File: config.mk
export PLATFORM = sky130hd
export DESIGN_NAME = fat_tree_route_generator
export DESIGN_NICKNAME = d
export VERILOG_FILES = /design/src/rtl/frt_pkg.sv /design/src/rtl/frt_front.sv /design/src/rtl/frt_queue.sv /design/src/rtl/frt_back.sv /design/src/rtl/fat_tree_route_generator.sv
export SDC_FILE = /design/constraint.sdc
export NUM_CORES = 2
export LEC_CHECK = 0
export ABC_AREA = 1
export BUFFER_PORTS_ARGS = -buffer_cell sky130_fd_sc_hd__buf_4
export CAP_MARGIN = 20
export CORE_MARGIN = 4
export CORE_UTILIZATION = 65
export DETAILED_ROUTE_END_ITERATION = 16
export PLACE_DENSITY = 0.82
export SYNTH_ARGS = -nofsm -noshare
export SYNTH_HDL_FRONTEND = slang
export SYNTH_SLANG_ARGS = --single-unit
File: constraint.sdc
create_clock -name clk -period 16.3 [get_ports clk]
set_clock_uncertainty 0.2 [all_clocks]
set_input_delay 2.445 -clock clk [delete_from_list [all_inputs] [get_ports clk]]
set_output_delay 2.445 -clock clk [all_outputs]
set_load 0.01 [all_outputs]
File: src/rtl/frt_pkg.sv
// Shared types, constants and geometry tables for the fat tree route generator.
package frt_pkg;

  localparam int MAX_HALF_RADIX = 32;
  localparam int RADIX_IDX_W    = 5;
  localparam int NODE_W         = 17;
  localparam int HOST_W         = 16;
  localparam int CHOICE_W       = 5;
  localparam int RADIX_W        = 6;
  localparam int EDGE_W         = 11;
  localparam int POD_W          = 6;
  localparam int MAX_HOPS       = 7;
  localparam int HOP_IDX_W      = 3;
  localparam int QUEUE_DEPTH    = 4;
  localparam int QUEUE_PTR_W    = 2;
  localparam int QUEUE_CNT_W    = 3;
  localparam int M1_W           = 23;
  localparam int M2_W           = 27;
  localparam int M1_SHIFT       = 22;
  localparam int M2_SHIFT       = 26;

  typedef enum logic [1:0] {
    LVL_HOST = 2'd0,
    LVL_EDGE = 2'd1,
    LVL_AGG  = 2'd2,
    LVL_CORE = 2'd3
  } level_t;

  typedef struct packed {
    logic [NODE_W-1:0] id;
    level_t            level;
  } hop_t;

  typedef struct packed {
    hop_t [MAX_HOPS-1:0]  hops;
    logic [HOP_IDX_W-1:0] last_idx;
    logic                 blocked;
  } route_t;

  typedef struct packed {
    logic [RADIX_W-1:0] h;
    logic [NODE_W-1:0]  hosts;
    logic [NODE_W-1:0]  agg_base;
    logic [NODE_W-1:0]  core_base;
    logic [M1_W-1:0]    m1;
    logic [M2_W-1:0]    m2;
  } geom_t;

  // Reciprocals ceil(2^22 / h): exact floor(x / h) for any 16-bit x.
  localparam logic [M1_W-1:0] RECIP_H [MAX_HALF_RADIX] = '{
    23'((4194304 + 1 - 1) / 1),   23'((4194304 + 2 - 1) / 2),
    23'((4194304 + 3 - 1) / 3),   23'((4194304 + 4 - 1) / 4),
    23'((4194304 + 5 - 1) / 5),   23'((4194304 + 6 - 1) / 6),
    23'((4194304 + 7 - 1) / 7),   23'((4194304 + 8 - 1) / 8),
    23'((4194304 + 9 - 1) / 9),   23'((4194304 + 10 - 1) / 10),
    23'((4194304 + 11 - 1) / 11), 23'((4194304 + 12 - 1) / 12),
    23'((4194304 + 13 - 1) / 13), 23'((4194304 + 14 - 1) / 14),
    23'((4194304 + 15 - 1) / 15), 23'((4194304 + 16 - 1) / 16),
    23'((4194304 + 17 - 1) / 17), 23'((4194304 + 18 - 1) / 18),
    23'((4194304 + 19 - 1) / 19), 23'((4194304 + 20 - 1) / 20),
    23'((4194304 + 21 - 1) / 21), 23'((4194304 + 22 - 1) / 22),
    23'((4194304 + 23 - 1) / 23), 23'((4194304 + 24 - 1) / 24),
    23'((4194304 + 25 - 1) / 25), 23'((4194304 + 26 - 1) / 26),
    23'((4194304 + 27 - 1) / 27), 23'((4194304 + 28 - 1) / 28),
    23'((4194304 + 29 - 1) / 29), 23'((4194304 + 30 - 1) / 30),
    23'((4194304 + 31 - 1) / 31), 23'((4194304 + 32 - 1) / 32)
  };

  // Reciprocals ceil(2^26 / h^2): exact floor(x / h^2) for any 16-bit x.
  localparam logic [M2_W-1:0] RECIP_H2 [MAX_HALF_RADIX] = '{
    27'((67108864 + 1*1 - 1) / (1*1)),     27'((67108864 + 2*2 - 1) / (2*2)),
    27'((67108864 + 3*3 - 1) / (3*3)),     27'((67108864 + 4*4 - 1) / (4*4)),
    27'((67108864 + 5*5 - 1) / (5*5)),     27'((67108864 + 6*6 - 1) / (6*6)),
    27'((67108864 + 7*7 - 1) / (7*7)),     27'((67108864 + 8*8 - 1) / (8*8)),
    27'((67108864 + 9*9 - 1) / (9*9)),     27'((67108864 + 10*10 - 1) / (10*10)),
    27'((67108864 + 11*11 - 1) / (11*11)), 27'((67108864 + 12*12 - 1) / (12*12)),
    27'((67108864 + 13*13 - 1) / (13*13)), 27'((67108864 + 14*14 - 1) / (14*14)),
    27'((67108864 + 15*15 - 1) / (15*15)), 27'((67108864 + 16*16 - 1) / (16*16)),
    27'((67108864 + 17*17 - 1) / (17*17)), 27'((67108864 + 18*18 - 1) / (18*18)),
    27'((67108864 + 19*19 - 1) / (19*19)), 27'((67108864 + 20*20 - 1) / (20*20)),
    27'((67108864 + 21*21 - 1) / (21*21)), 27'((67108864 + 22*22 - 1) / (22*22)),
    27'((67108864 + 23*23 - 1) / (23*23)), 27'((67108864 + 24*24 - 1) / (24*24)),
    27'((67108864 + 25*25 - 1) / (25*25)), 27'((67108864 + 26*26 - 1) / (26*26)),
    27'((67108864 + 27*27 - 1) / (27*27)), 27'((67108864 + 28*28 - 1) / (28*28)),
    27'((67108864 + 29*29 - 1) / (29*29)), 27'((67108864 + 30*30 - 1) / (30*30)),
    27'((67108864 + 31*31 - 1) / (31*31)), 27'((67108864 + 32*32 - 1) / (32*32))
  };

  localparam logic [10:0] SQUARE_H [MAX_HALF_RADIX] = '{
    11'(1*1),   11'(2*2),   11'(3*3),   11'(4*4),   11'(5*5),   11'(6*6),
    11'(7*7),   11'(8*8),   11'(9*9),   11'(10*10), 11'(11*11), 11'(12*12),
    11'(13*13), 11'(14*14), 11'(15*15), 11'(16*16), 11'(17*17), 11'(18*18),
    11'(19*19), 11'(20*20), 11'(21*21), 11'(22*22), 11'(23*23), 11'(24*24),
    11'(25*25), 11'(26*26), 11'(27*27), 11'(28*28), 11'(29*29), 11'(30*30),
    11'(31*31), 11'(32*32)
  };

  localparam logic [15:0] CUBE_H [MAX_HALF_RADIX] = '{
    16'(1*1*1),    16'(2*2*2),    16'(3*3*3),    16'(4*4*4),
    16'(5*5*5),    16'(6*6*6),    16'(7*7*7),    16'(8*8*8),
    16'(9*9*9),    16'(10*10*10), 16'(11*11*11), 16'(12*12*12),
    16'(13*13*13), 16'(14*14*14), 16'(15*15*15), 16'(16*16*16),
    16'(17*17*17), 16'(18*18*18), 16'(19*19*19), 16'(20*20*20),
    16'(21*21*21), 16'(22*22*22), 16'(23*23*23), 16'(24*24*24),
    16'(25*25*25), 16'(26*26*26), 16'(27*27*27), 16'(28*28*28),
    16'(29*29*29), 16'(30*30*30), 16'(31*31*31), 16'(32*32*32)
  };

  // Clamps a written radix value and derives the tree geometry from it.
  function automatic geom_t geom_from(input logic [RADIX_W-1:0] value);
    logic [RADIX_W-1:0]     hc;
    logic [RADIX_IDX_W-1:0] idx;
    logic [NODE_W-1:0]      sq2;
    geom_t                  g;
    hc = value;
    if (value == '0) begin
      hc = RADIX_W'(1);
    end else if (value > RADIX_W'(MAX_HALF_RADIX)) begin
      hc = RADIX_W'(MAX_HALF_RADIX);
    end
    idx         = RADIX_IDX_W'(hc - RADIX_W'(1));
    sq2         = {5'b0, SQUARE_H[idx], 1'b0};
    g.h         = hc;
    g.hosts     = {CUBE_H[idx], 1'b0};
    g.agg_base  = g.hosts + sq2;
    g.core_base = g.agg_base + sq2;
    g.m1        = RECIP_H[idx];
    g.m2        = RECIP_H2[idx];
    return g;
  endfunction

endpackage

File: src/rtl/frt_front.sv
// Front end: holds the radix register, accepts requests and builds routes.
module frt_front (
  input  logic                            clk,
  input  logic                            rst,
  input  logic                            cfg_wen,
  input  logic [frt_pkg::RADIX_W-1:0]     cfg_wdata,
  input  logic                            in_valid,
  output logic                            in_ready,
  input  logic [frt_pkg::HOST_W-1:0]      source_host,
  input  logic [frt_pkg::HOST_W-1:0]      dest_host,
  input  logic [frt_pkg::CHOICE_W-1:0]    agg_choice,
  input  logic [frt_pkg::CHOICE_W-1:0]    core_choice,
  input  logic [frt_pkg::QUEUE_CNT_W-1:0] queue_count,
  output logic                            push,
  output frt_pkg::route_t                 push_data
);
  import frt_pkg::*;

  geom_t geom;

  logic                s1_valid;
  logic [HOST_W-1:0]   s1_src;
  logic [HOST_W-1:0]   s1_dst;
  logic [CHOICE_W-1:0] s1_ac;
  logic [CHOICE_W-1:0] s1_cc;
  logic                s1_oob;
  logic                s1_same;

  logic                s2_valid;
  logic [HOST_W-1:0]   s2_src;
  logic [HOST_W-1:0]   s2_dst;
  logic [CHOICE_W-1:0] s2_ac;
  logic [CHOICE_W-1:0] s2_cc;
  logic                s2_oob;
  logic                s2_same;
  logic [EDGE_W-1:0]   s2_se;
  logic [EDGE_W-1:0]   s2_de;
  logic [POD_W-1:0]    s2_sp;
  logic [POD_W-1:0]    s2_dp;

  logic [QUEUE_CNT_W:0]           occupancy;
  logic                           accept;
  logic [CHOICE_W-1:0]            ac_sat;
  logic [CHOICE_W-1:0]            cc_sat;
  logic [HOST_W+M1_W-1:0]         src_q1;
  logic [HOST_W+M1_W-1:0]         dst_q1;
  logic [HOST_W+M2_W-1:0]         src_q2;
  logic [HOST_W+M2_W-1:0]         dst_q2;
  logic [RADIX_W+POD_W-1:0]       h_sp;
  logic [RADIX_W+POD_W-1:0]       h_dp;
  logic [RADIX_W+CHOICE_W-1:0]    h_ac;
  logic [NODE_W-1:0]              edge_s;
  logic [NODE_W-1:0]              edge_d;
  logic [NODE_W-1:0]              agg_s;
  logic [NODE_W-1:0]              agg_d;
  logic [NODE_W-1:0]              core_n;
  route_t                         route;

  always_ff @(posedge clk) begin
    if (rst) begin
      geom <= geom_from(RADIX_W'(2));
    end else if (cfg_wen) begin
      geom <= geom_from(cfg_wdata);
    end
  end

  // Every request in flight holds a queue slot, so the pipeline never stalls.
  assign occupancy = {1'b0, queue_count} + (QUEUE_CNT_W+1)'(s1_valid)
                     + (QUEUE_CNT_W+1)'(s2_valid);
  assign in_ready  = occupancy < (QUEUE_CNT_W+1)'(QUEUE_DEPTH);
  assign accept    = in_valid && in_ready;

  always_comb begin
    ac_sat = agg_choice;
    cc_sat = core_choice;
    if ({1'b0, agg_choice} >= geom.h) begin
      ac_sat = CHOICE_W'(geom.h - RADIX_W'(1));
    end
    if ({1'b0, core_choice} >= geom.h) begin
      cc_sat = CHOICE_W'(geom.h - RADIX_W'(1));
    end
  end

  assign src_q1 = (HOST_W+M1_W)'(s1_src) * (HOST_W+M1_W)'(geom.m1);
  assign dst_q1 = (HOST_W+M1_W)'(s1_dst) * (HOST_W+M1_W)'(geom.m1);
  assign src_q2 = (HOST_W+M2_W)'(s1_src) * (HOST_W+M2_W)'(geom.m2);
  assign dst_q2 = (HOST_W+M2_W)'(s1_dst) * (HOST_W+M2_W)'(geom.m2);

  always_ff @(posedge clk) begin
    if (rst) begin
      s1_valid <= 1'b0;
      s2_valid <= 1'b0;
    end else begin
      s1_valid <= accept;
      s2_valid <= s1_valid;
    end
    if (accept) begin
      s1_src  <= source_host;
      s1_dst  <= dest_host;
      s1_ac   <= ac_sat;
      s1_cc   <= cc_sat;
      s1_oob  <= ({1'b0, source_host} >= geom.hosts) || ({1'b0, dest_host} >= geom.hosts);
      s1_same <= source_host == dest_host;
    end
    s2_src  <= s1_src;
    s2_dst  <= s1_dst;
    s2_ac   <= s1_ac;
    s2_cc   <= s1_cc;
    s2_oob  <= s1_oob;
    s2_same <= s1_same;
    s2_se   <= src_q1[M1_SHIFT +: EDGE_W];
    s2_de   <= dst_q1[M1_SHIFT +: EDGE_W];
    s2_sp   <= src_q2[M2_SHIFT +: POD_W];
    s2_dp   <= dst_q2[M2_SHIFT +: POD_W];
  end

  assign h_sp   = (RADIX_W+POD_W)'(geom.h) * (RADIX_W+POD_W)'(s2_sp);
  assign h_dp   = (RADIX_W+POD_W)'(geom.h) * (RADIX_W+POD_W)'(s2_dp);
  assign h_ac   = (RADIX_W+CHOICE_W)'(geom.h) * (RADIX_W+CHOICE_W)'(s2_ac);
  assign edge_s = geom.hosts + NODE_W'(s2_se);
  assign edge_d = geom.hosts + NODE_W'(s2_de);
  assign agg_s  = geom.agg_base + NODE_W'(s2_ac) + NODE_W'(h_sp);
  assign agg_d  = geom.agg_base + NODE_W'(s2_ac) + NODE_W'(h_dp);
  assign core_n = geom.core_base + NODE_W'(s2_cc) + NODE_W'(h_ac);

  always_comb begin
    route            = '0;
    route.hops[0].id = NODE_W'(s2_src);
    if (s2_oob) begin
      route.hops[0].id = '0;
      route.blocked    = 1'b1;
    end else if (s2_same) begin
      route.last_idx = HOP_IDX_W'(0);
    end else if (s2_se == s2_de) begin
      route.hops[1] = '{id: edge_s, level: LVL_EDGE};
      route.hops[2] = '{id: NODE_W'(s2_dst), level: LVL_HOST};
      route.last_idx = HOP_IDX_W'(2);
    end else if (s2_sp == s2_dp) begin
      route.hops[1] = '{id: edge_s, level: LVL_EDGE};
      route.hops[2] = '{id: agg_s, level: LVL_AGG};
      route.hops[3] = '{id: edge_d, level: LVL_EDGE};
      route.hops[4] = '{id: NODE_W'(s2_dst), level: LVL_HOST};
      route.last_idx = HOP_IDX_W'(4);
    end else begin
      route.hops[1] = '{id: edge_s, level: LVL_EDGE};
      route.hops[2] = '{id: agg_s, level: LVL_AGG};
      route.hops[3] = '{id: core_n, level: LVL_CORE};
      route.hops[4] = '{id: agg_d, level: LVL_AGG};
      route.hops[5] = '{id: edge_d, level: LVL_EDGE};
      route.hops[6] = '{id: NODE_W'(s2_dst), level: LVL_HOST};
      route.last_idx = HOP_IDX_W'(6);
    end
  end

  assign push      = s2_valid;
  assign push_data = route;

endmodule

File: src/rtl/frt_queue.sv
// Short route queue between the front end and the hop emitter.
module frt_queue (
  input  logic                            clk,
  input  logic                            rst,
  input  logic                            push,
  input  frt_pkg::route_t                 push_data,
  input  logic                            pop,
  output frt_pkg::route_t                 head,
  output logic                            empty,
  output logic [frt_pkg::QUEUE_CNT_W-1:0] count
);
  import frt_pkg::*;

  route_t                 slots [QUEUE_DEPTH];
  logic [QUEUE_PTR_W-1:0] wr_ptr;
  logic [QUEUE_PTR_W-1:0] rd_ptr;

  always_ff @(posedge clk) begin
    if (rst) begin
      wr_ptr <= '0;
      rd_ptr <= '0;
      count  <= '0;
    end else begin
      if (push) begin
        wr_ptr <= wr_ptr + QUEUE_PTR_W'(1);
      end
      if (pop) begin
        rd_ptr <= rd_ptr + QUEUE_PTR_W'(1);
      end
      if (push && !pop) begin
        count <= count + QUEUE_CNT_W'(1);
      end else if (pop && !push) begin
        count <= count - QUEUE_CNT_W'(1);
      end
    end
    if (push) begin
      slots[wr_ptr] <= push_data;
    end
  end

  assign head  = slots[rd_ptr];
  assign empty = count == '0;

endmodule

File: src/rtl/frt_back.sv
// Back end: walks the route at the queue head and emits one hop per transaction.
module frt_back (
  input  logic                         clk,
  input  logic                         rst,
  input  frt_pkg::route_t              head,
  input  logic                         empty,
  output logic                         pop,
  output logic                         out_valid,
  input  logic                         out_ready,
  output logic [frt_pkg::NODE_W-1:0]   node_id,
  output logic [1:0]                   node_level,
  output logic                         last_hop,
  output logic                         blocked
);
  import frt_pkg::*;

  logic [HOP_IDX_W-1:0] step;
  logic                 load;
  logic                 take;

  assign load = !out_valid || out_ready;
  assign take = load && !empty;
  assign pop  = take && (step == head.last_idx);

  always_ff @(posedge clk) begin
    if (rst) begin
      out_valid <= 1'b0;
      step      <= '0;
    end else if (load) begin
      out_valid <= !empty;
      if (take) begin
        step <= pop ? '0 : step + HOP_IDX_W'(1);
      end
    end
    if (take) begin
      node_id    <= head.hops[step].id;
      node_level <= head.hops[step].level;
      last_hop   <= step == head.last_idx;
      blocked    <= head.blocked;
    end
  end

endmodule

File: src/rtl/fat_tree_route_generator.sv
// Top level of the fat tree up/down route generator.
// Each request transaction yields the path from source host to destination host as a
// series of output transactions, one node each, the final one flagged by last_hop:
// 1 node when the hosts are equal or either is out of range (then blocked is set),
// 3 on a shared edge switch, 5 within a pod and 7 across pods. The hop emitter
// delivers one node per cycle while out_ready is high, so the rate of a request
// stream is set by the path length; the output register is the limit. A new
// request passes through the registered classification stages (reciprocal multiply
// by the radix) and a four-entry route queue, which lets requests be taken while
// earlier paths are still being sent. half_radix is clamped to 1..32 when written
// and must only change while no request is in flight.
module fat_tree_route_generator (
  input  logic                          clk,
  input  logic                          rst,
  input  logic                          cfg_wen,
  input  logic [frt_pkg::RADIX_W-1:0]   cfg_wdata,
  input  logic                          in_valid,
  output logic                          in_ready,
  input  logic [frt_pkg::HOST_W-1:0]    source_host,
  input  logic [frt_pkg::HOST_W-1:0]    dest_host,
  input  logic [frt_pkg::CHOICE_W-1:0]  agg_choice,
  input  logic [frt_pkg::CHOICE_W-1:0]  core_choice,
  output logic                          out_valid,
  input  logic                          out_ready,
  output logic [frt_pkg::NODE_W-1:0]    node_id,
  output logic [1:0]                    node_level,
  output logic                          last_hop,
  output logic                          blocked
);
  import frt_pkg::*;

  logic                   push;
  route_t                 push_data;
  logic                   pop;
  route_t                 head;
  logic                   empty;
  logic [QUEUE_CNT_W-1:0] count;

  frt_front u_front (
    .clk         (clk),
    .rst         (rst),
    .cfg_wen     (cfg_wen),
    .cfg_wdata   (cfg_wdata),
    .in_valid    (in_valid),
    .in_ready    (in_ready),
    .source_host (source_host),
    .dest_host   (dest_host),
    .agg_choice  (agg_choice),
    .core_choice (core_choice),
    .queue_count (count),
    .push        (push),
    .push_data   (push_data)
  );

  frt_queue u_queue (
    .clk       (clk),
    .rst       (rst),
    .push      (push),
    .push_data (push_data),
    .pop       (pop),
    .head      (head),
    .empty     (empty),
    .count     (count)
  );

  frt_back u_back (
    .clk        (clk),
    .rst        (rst),
    .head       (head),
    .empty      (empty),
    .pop        (pop),
    .out_valid  (out_valid),
    .out_ready  (out_ready),
    .node_id    (node_id),
    .node_level (node_level),
    .last_hop   (last_hop),
    .blocked    (blocked)
  );

endmodule

# ---- After elaboration in Yosys (flattened, before gate mapping)
# Memories as Yosys holds them, arrays and structs flattened. A register that Yosys moved wholly into a read port is not among the register bits.
# Cells that the tools add are included.
# W data, S select, Z words.
dict set report totals {
  register_bits 212
  ramBits 536
  romBits 2464
  in_bits 53
  output_inout_bits 23
  word_cells 120
  mem_count 5
}
# name depth word_bits read_ports rd_ports_with_merged_regs write_ports line_no
set mem_list {}
lappend mem_list {{(no name shown)} 32 27 1 1 0 frt_pkg.sv:128} ;# g.m2 = RECIP_H2[idx];
lappend mem_list {{(no name shown)} 32 23 1 1 0 frt_pkg.sv:127} ;# g.m1 = RECIP_H[idx];
lappend mem_list {u_queue.slots 4 134 1 1 1 frt_queue.sv:14} ;# route_t slots [QUEUE_DEPTH];
lappend mem_list {{(no name shown)} 32 16 1 0 0 frt_pkg.sv:124} ;# g.hosts = {CUBE_H[idx], 1'b0};
lappend mem_list {{(no name shown)} 32 11 1 0 0 frt_pkg.sv:122} ;# sq2 = {5'b0, SQUARE_H[idx], 1'b0};
dict set report classes {
  addsub 18
  mul 7
  order_cmp 8
  n_eq_ne 4
  muxes 31
  n_bitwise 1
  reduce_logical 15
}
# operator count
set op_table {}
lappend op_table {{$mux W114} 2}
lappend op_table {{$mux W76} 1}
lappend op_table {{$mux W75} 1}
lappend op_table {{$add A17 B12 Y17} 4}
lappend op_table {{$mul A16 B23 Y33} 2}
lappend op_table {{$mul A16 B27 Y32} 2}
lappend op_table {{$bmux W19 S3} 1}
lappend op_table {{$add A17 B11 Y17} 3}
lappend op_table {{$mux W16} 3}
lappend op_table {{$mux W38} 1}
lappend op_table {{$mux W37} 1}
lappend op_table {{$add A17 B5 Y17} 2}
lappend op_table {{$ge A16 B17 Y1} 2}
lappend op_table {{$mul A6 B6 Y12} 2}
lappend op_table {{$mux W6} 4}
lappend op_table {{$mux W11} 2}
lappend op_table {{$mux W19} 1}
lappend op_table {{$mux W3} 6}
lappend op_table {{$eq A16 B16 Y1} 1}
lappend op_table {{$ge A5 B6 Y1} 2}
lappend op_table {{$eq A11 B11 Y1} 1}
lappend op_table {{$mul A6 B5 Y11} 1}
lappend op_table {{$mux W5} 2}
lappend op_table {{$sub A5 B1 Y5 const B} 2}
lappend op_table {{21 further kinds} 35}

# ---- Logic depth before layout (Yosys ltp)
dict set report logic_depth {
  depth_word 12
  depth_mapped 36
  ltp_nobuf 35
}

# ---- Hierarchy
# A second synthesis with hierarchy kept.
dict set report unflattened {
  cells_unflattened 9706
  hier_area_um2 83899.2
}
# module n_inst cells_each area_each_um2
set by_module_without_submodules {}
lappend by_module_without_submodules {frt_front 1 7993 61066.1}
lappend by_module_without_submodules {frt_queue 1 1382 20736.1}
lappend by_module_without_submodules {frt_back 1 331 2097.0}

# ---- Worst setup path after synthesis
# OpenSTA, ideal clock, no wires.
dict set report synth_timing {
  kind {input to register}
  from {in cfg_wdata[1] (netlist name)}
  to {reg u_front.geom[64] (netlist name)}
  setup_ns 0.113
  arrival_time_ns 7.317
  t_required_ns 15.987
  setup_slack_ns 8.670
  stages 29
  path_buffers 1
  path_cell_list {nor2_1 > nand3_2 > nand2_4 > inv_2 > ha_1 > inv_1 > ha_1 > inv_1 > clkbuf_1 > fa_1 > or2_2 > a31oi_1 > ha_1 > a21oi_1 > o21a_1 > o21ai_0 > a31oi_1 > xnor2_1 > ha_1 > inv_1 > nor3_1 > nand2_1 > o311ai_0 > a31oi_1 > nor2_1 > nand2_1 > xor2_1 > o21ai_1 > inv_1}
}
dict set report synth_via {
  elab_chain_cells 12
  elab_cells_between_ends 16
}
# item line_no
set synth_rtl {}
lappend synth_rtl {{start, declared} fat_tree_route_generator.sv:16} ;# input logic [frt_pkg::RADIX_W-1:0] cfg_wdata,
lappend synth_rtl {{$gt A6 B6 Y1} frt_pkg.sv:118} ;# end else if (value > RADIX_W'(MAX_HALF_RADIX)) begin
lappend synth_rtl {{$mux W6} frt_pkg.sv:118}
lappend synth_rtl {{$mux W6 *} frt_pkg.sv:116} ;# if (value == '0) begin
lappend synth_rtl {{$mux W6 *} frt_front.sv:62} ;# end else if (cfg_wen) begin
lappend synth_rtl {{$mux W6 *} frt_front.sv:60} ;# if (rst) begin
lappend synth_rtl {{$sub A5 B1 Y5 *} frt_pkg.sv:121} ;# idx = RADIX_IDX_W'(hc - RADIX_W'(1));
lappend synth_rtl {{$not A5 Y6 (not written as such) *} {frt_pkg.sv:122, frt_pkg.sv:124}}
lappend synth_rtl {{$mem_v2 Z32 W16 or $mem_v2 Z32 W11 (tied branches)} --}
lappend synth_rtl {{$mux W16 (not written as such) or $mux W11 (tied branches) (2 in series)} {frt_pkg.sv:124, frt_pkg.sv:122}}
lappend synth_rtl {{$add A17 B12 Y17} frt_pkg.sv:125} ;# g.agg_base = g.hosts + sq2;
lappend synth_rtl {{$add A17 B12 Y17 *} frt_pkg.sv:126} ;# g.core_base = g.agg_base + sq2;
lappend synth_rtl {{end signal, assigned} frt_front.sv:61} ;# geom <= geom_from(RADIX_W'(2));
lappend synth_rtl {{end signal, assigned} frt_front.sv:63} ;# geom <= geom_from(cfg_wdata);
lappend synth_rtl {{end, declared} frt_front.sv:19} ;# geom_t geom;
# Mark *: on every way between the ends. The rest lies on a longest branch, timed or not. The select of a mux whose other input is x is not followed.
# A chain may end at the register's enable or synchronous reset.

# ---- Worst setup path in the final report
dict set report layout_timing {
  from {in cfg_wdata[3] (netlist name)}
  to {reg u_front.geom[66] (netlist name)}
}
# Same word-level chain as after synthesis.

==> flow_summary_export.csv <==
group,metric,value,unit
floorplanning,coreArea,0.122,sq mm
clocking,postCtsSetupBuffers,0,
logic_synthesis,synth_seq_area_share,25.4,%
setup_path,crit_start,"cfg_wdata[3]",
run_status,outcome,"finished, final reports clean",
clocking,cts_tree,"done",
setup_path,cp_max_fo,26,
layout,drive_gt1_share,4.07,%
setup_path,rrSetupSlack,8.99,ns
logic_synthesis,synth_most_common_cell,"inv_1",
layout,area_delta_synth_final,5.36,%
setup_path,start_kind,"input pin",
floorplanning,start_util,65.7,%
placed_design,dpl_cell_area,0.0819,sq mm
route,firstDrtPassIters,6,
placed_design,place_congestion,0.990,
route,avgRoutedWirePerCell,22.7,um
setup_path,crit_top_cell,"nand2_1",
layout,nets,10892,
global_routing,grt-ovfl-total,0,
route,drc,0,
clocking,clk_pin_slew_worst_paths,0.06,ns
clocking,postCtsHoldBufs,0,
clocking,root_buffer,"clkbuf_16",
floorplanning,ios,76,
floorplanning,dieArea,0.129,sq mm
flow_run,maxCapViolations,0,
placed_design,post-dp-hpwl,176,mm
route,drt_wl_total,246,mm
logic_synthesis,synth_cell_types,63,
global_routing,antenna_found_initial,7,
floorplanning,row_count,128,
route,drtIter0Drc,6893,
global_routing,first_global_vias,67801,
route,viasPerCell,5.95,
logic_synthesis,synth_edf_count,553,
logic_synthesis,yosysWarnings,0,
global_routing,grt_max_degree,184,
layout,final_cell_area,0.0847,sq mm
timing,finalSetupTns,0,ns
setup_path,crit_path_end_kind,"register",
clocking,worstSkewPairLatency,0.68,ns
logic_synthesis,syn_area,0.0803,sq mm
timing,worst_hold_slack,0.121,ns
logic_synthesis,yosysTopAreaCellShare,30.0,%
power_and_ir_drop,leakagePower,42.8,nW
clocking,clk_path_buf_depth,3,
setup_path,r2r-start,"u_front.s1_dst[3]",
placed_design,portBuffers,75,
clocking,clock-sinks,741,
logic_synthesis,synth_common_cells,"2272 x inv_1, 2057 x nand2_1, 1204 x fa_1",
global_routing,grt_first_pass_wirelength,382,mm
timing,setup_violations,0,
clocking,cts_resized,0,
timing,min_period,8.62,ns
clocking,cts_max_level,3,
power_and_ir_drop,power_density,133,mW/mm^2
setup_path,crit_arrival,9.01,ns
setup_path,criticalPathCategory,"in2reg",
timing,rsz0062_at_grt,"no",
logic_synthesis,synth-seq-cells,741,
global_routing,grtUsageTotal,38.4,%
logic_synthesis,avgSynthCellArea,8.58,sq um
timing,drv_slew,0,
timing,final-hold-violation-count,0,
logic_synthesis,ys_async_sr_fraction,0,%
route,vias,64466,
logic_synthesis,ys_top_cells_by_area,"fa_1 30%, edfxtp_1 21%, inv_1 11%",
timing,period_share,52.9,%
floorplanning,die_w,360,um
timing,slew_headroom,24.5,%
clocking,cts_buffers,80,
setup_path,ff2ff_path_depth,21,
timing,tightest_slew,1.13,ns
logic_synthesis,syn_nets,11125,
setup_path,cpMaxStageDelayCell,"fa_1",
setup_path,crit_path_end,"u_front.geom[66]",
worst_hold_path,min_path_type,"reg2reg",
logic_synthesis,ys.flop_type,"edfxtp_1",
power_and_ir_drop,max-vdd-ir-drop,241,uV
logic_synthesis,syn_inst,9368,
setup_path,r2r-end,"u_front.s2_dp[0]",
logic_synthesis,yosysTopAreaCell,"fa_1",
setup_path,worstPathRequired,16.69,ns
timing,fmax,116,MHz
power_and_ir_drop,total_power,11.2,mW
floorplanning,dieHeight,360,um
route,ant_nets,0,
setup_path,critPathMaxStageDelay,0.48,ns
==> state kept, by name, indices dropped and copies added, names as in the netlist, 5 cells and up, named ones only <==
name            cells
u_back.node_id     17
u_front.s2_sp       6
u_front.s2_se      11
u_front.s2_de      11
u_front.s1_cc       5
u_front.s1_dst     16
u_front.s1_ac       5
u_front.s2_cc       5
u_front.s1_src     16
u_front.s2_src     16
u_queue.slots     488
u_front.geom       95
u_front.s2_ac       5
u_front.s2_dst     16
u_front.s2_dp       6
==> final cells by class <==
cell class,count,area (sq um)
well taps,1625,2030
clock buffers,109,2210
inverters,2282,8580
clock inverters,41,490
repair buffers,185,1400
flip-flops and latches,741,20400
diodes,3,7.51
fillers,9362,37700
multi-input cells,5845,49500
==> power by group <==
group / internal [mW] / switching (mW)
clock network: 1.05 / 0.810
registers: 2.31 / 0.266
logic: 2.26 / 4.55
total: 5.62 / 5.62
==> critical path: cells and delay by family <==
kind            cells  cell delay [ns]
buf+inv             6             1.50
xor+xnor            1             0.11
fa+ha+maj           5             1.67
simple gates       13             1.95
compound gates      7             1.29
==> through the flow <==
stage                     worst slack [ns]  instances  utilization [%]
after floorplan                       8.67       9368                -
after global placement                7.16      10678             67.0
after detailed placement              7.11      10678             67.0
after CTS                             7.79      10828             69.2
after global routing                  7.23      10828             69.2
final                                 7.68      10831             69.2
==> logic make-up (layout without fill, tap and decap cells) <==
logic type      Yosys count  count (layout)  share of synthesized area (%)
buf+inv                2782            2617                           13.0
fa+ha+maj              1704            1704                           37.8
simple gates           2821            2821                           13.7
other cells               0               3                              0
xor+xnor                198             198                           2.16
mux                       6               6                         0.0841
compound gates         1116            1116                           7.86
flops                   741             741                           25.4
==> metal layers <==
metal	global-route usage [%]	vias up	part of all wire (%)
li1	-	27833	-
met1	47.5	31407	35
met2	60.6	4171	45
met3	9.85	1051	12
met4	24.2	4	7.6
met5	0	-	0.012
==> worst min path at each step <==
stage | from | end | cells past startpoint
global placement | u_front.s1_ac[3] | u_front.s2_ac[3] | 0
global route | u_front.s1_ac[0] | u_front.s2_ac[0] | 0
detailed placement | u_front.s1_ac[2] | u_front.s2_ac[2] | 0
finish | u_front.s1_cc[2] | u_front.s2_cc[2] | 0
CTS | u_front.s1_cc[2] | u_front.s2_cc[2] | 0
floorplan | u_front.s1_ac[0] | u_front.s2_ac[0] | 0
==> cells in the final DEF, fill, tap and decap left out, types with 81 or more instances in the layout <==
cell and instances:
o22ai_1 138, clkbuf_16 81, inv_1 2266, ha_1 500
nand3_1 112, fa_1 1204, a21oi_1 320, dfxtp_1 175
xor2_1 124, buf_4 184, edfxtp_1 553, nor2_1 521
nand2_1 2056, o21ai_0 460
Note: power is estimated with default switching activity, not from simulation.
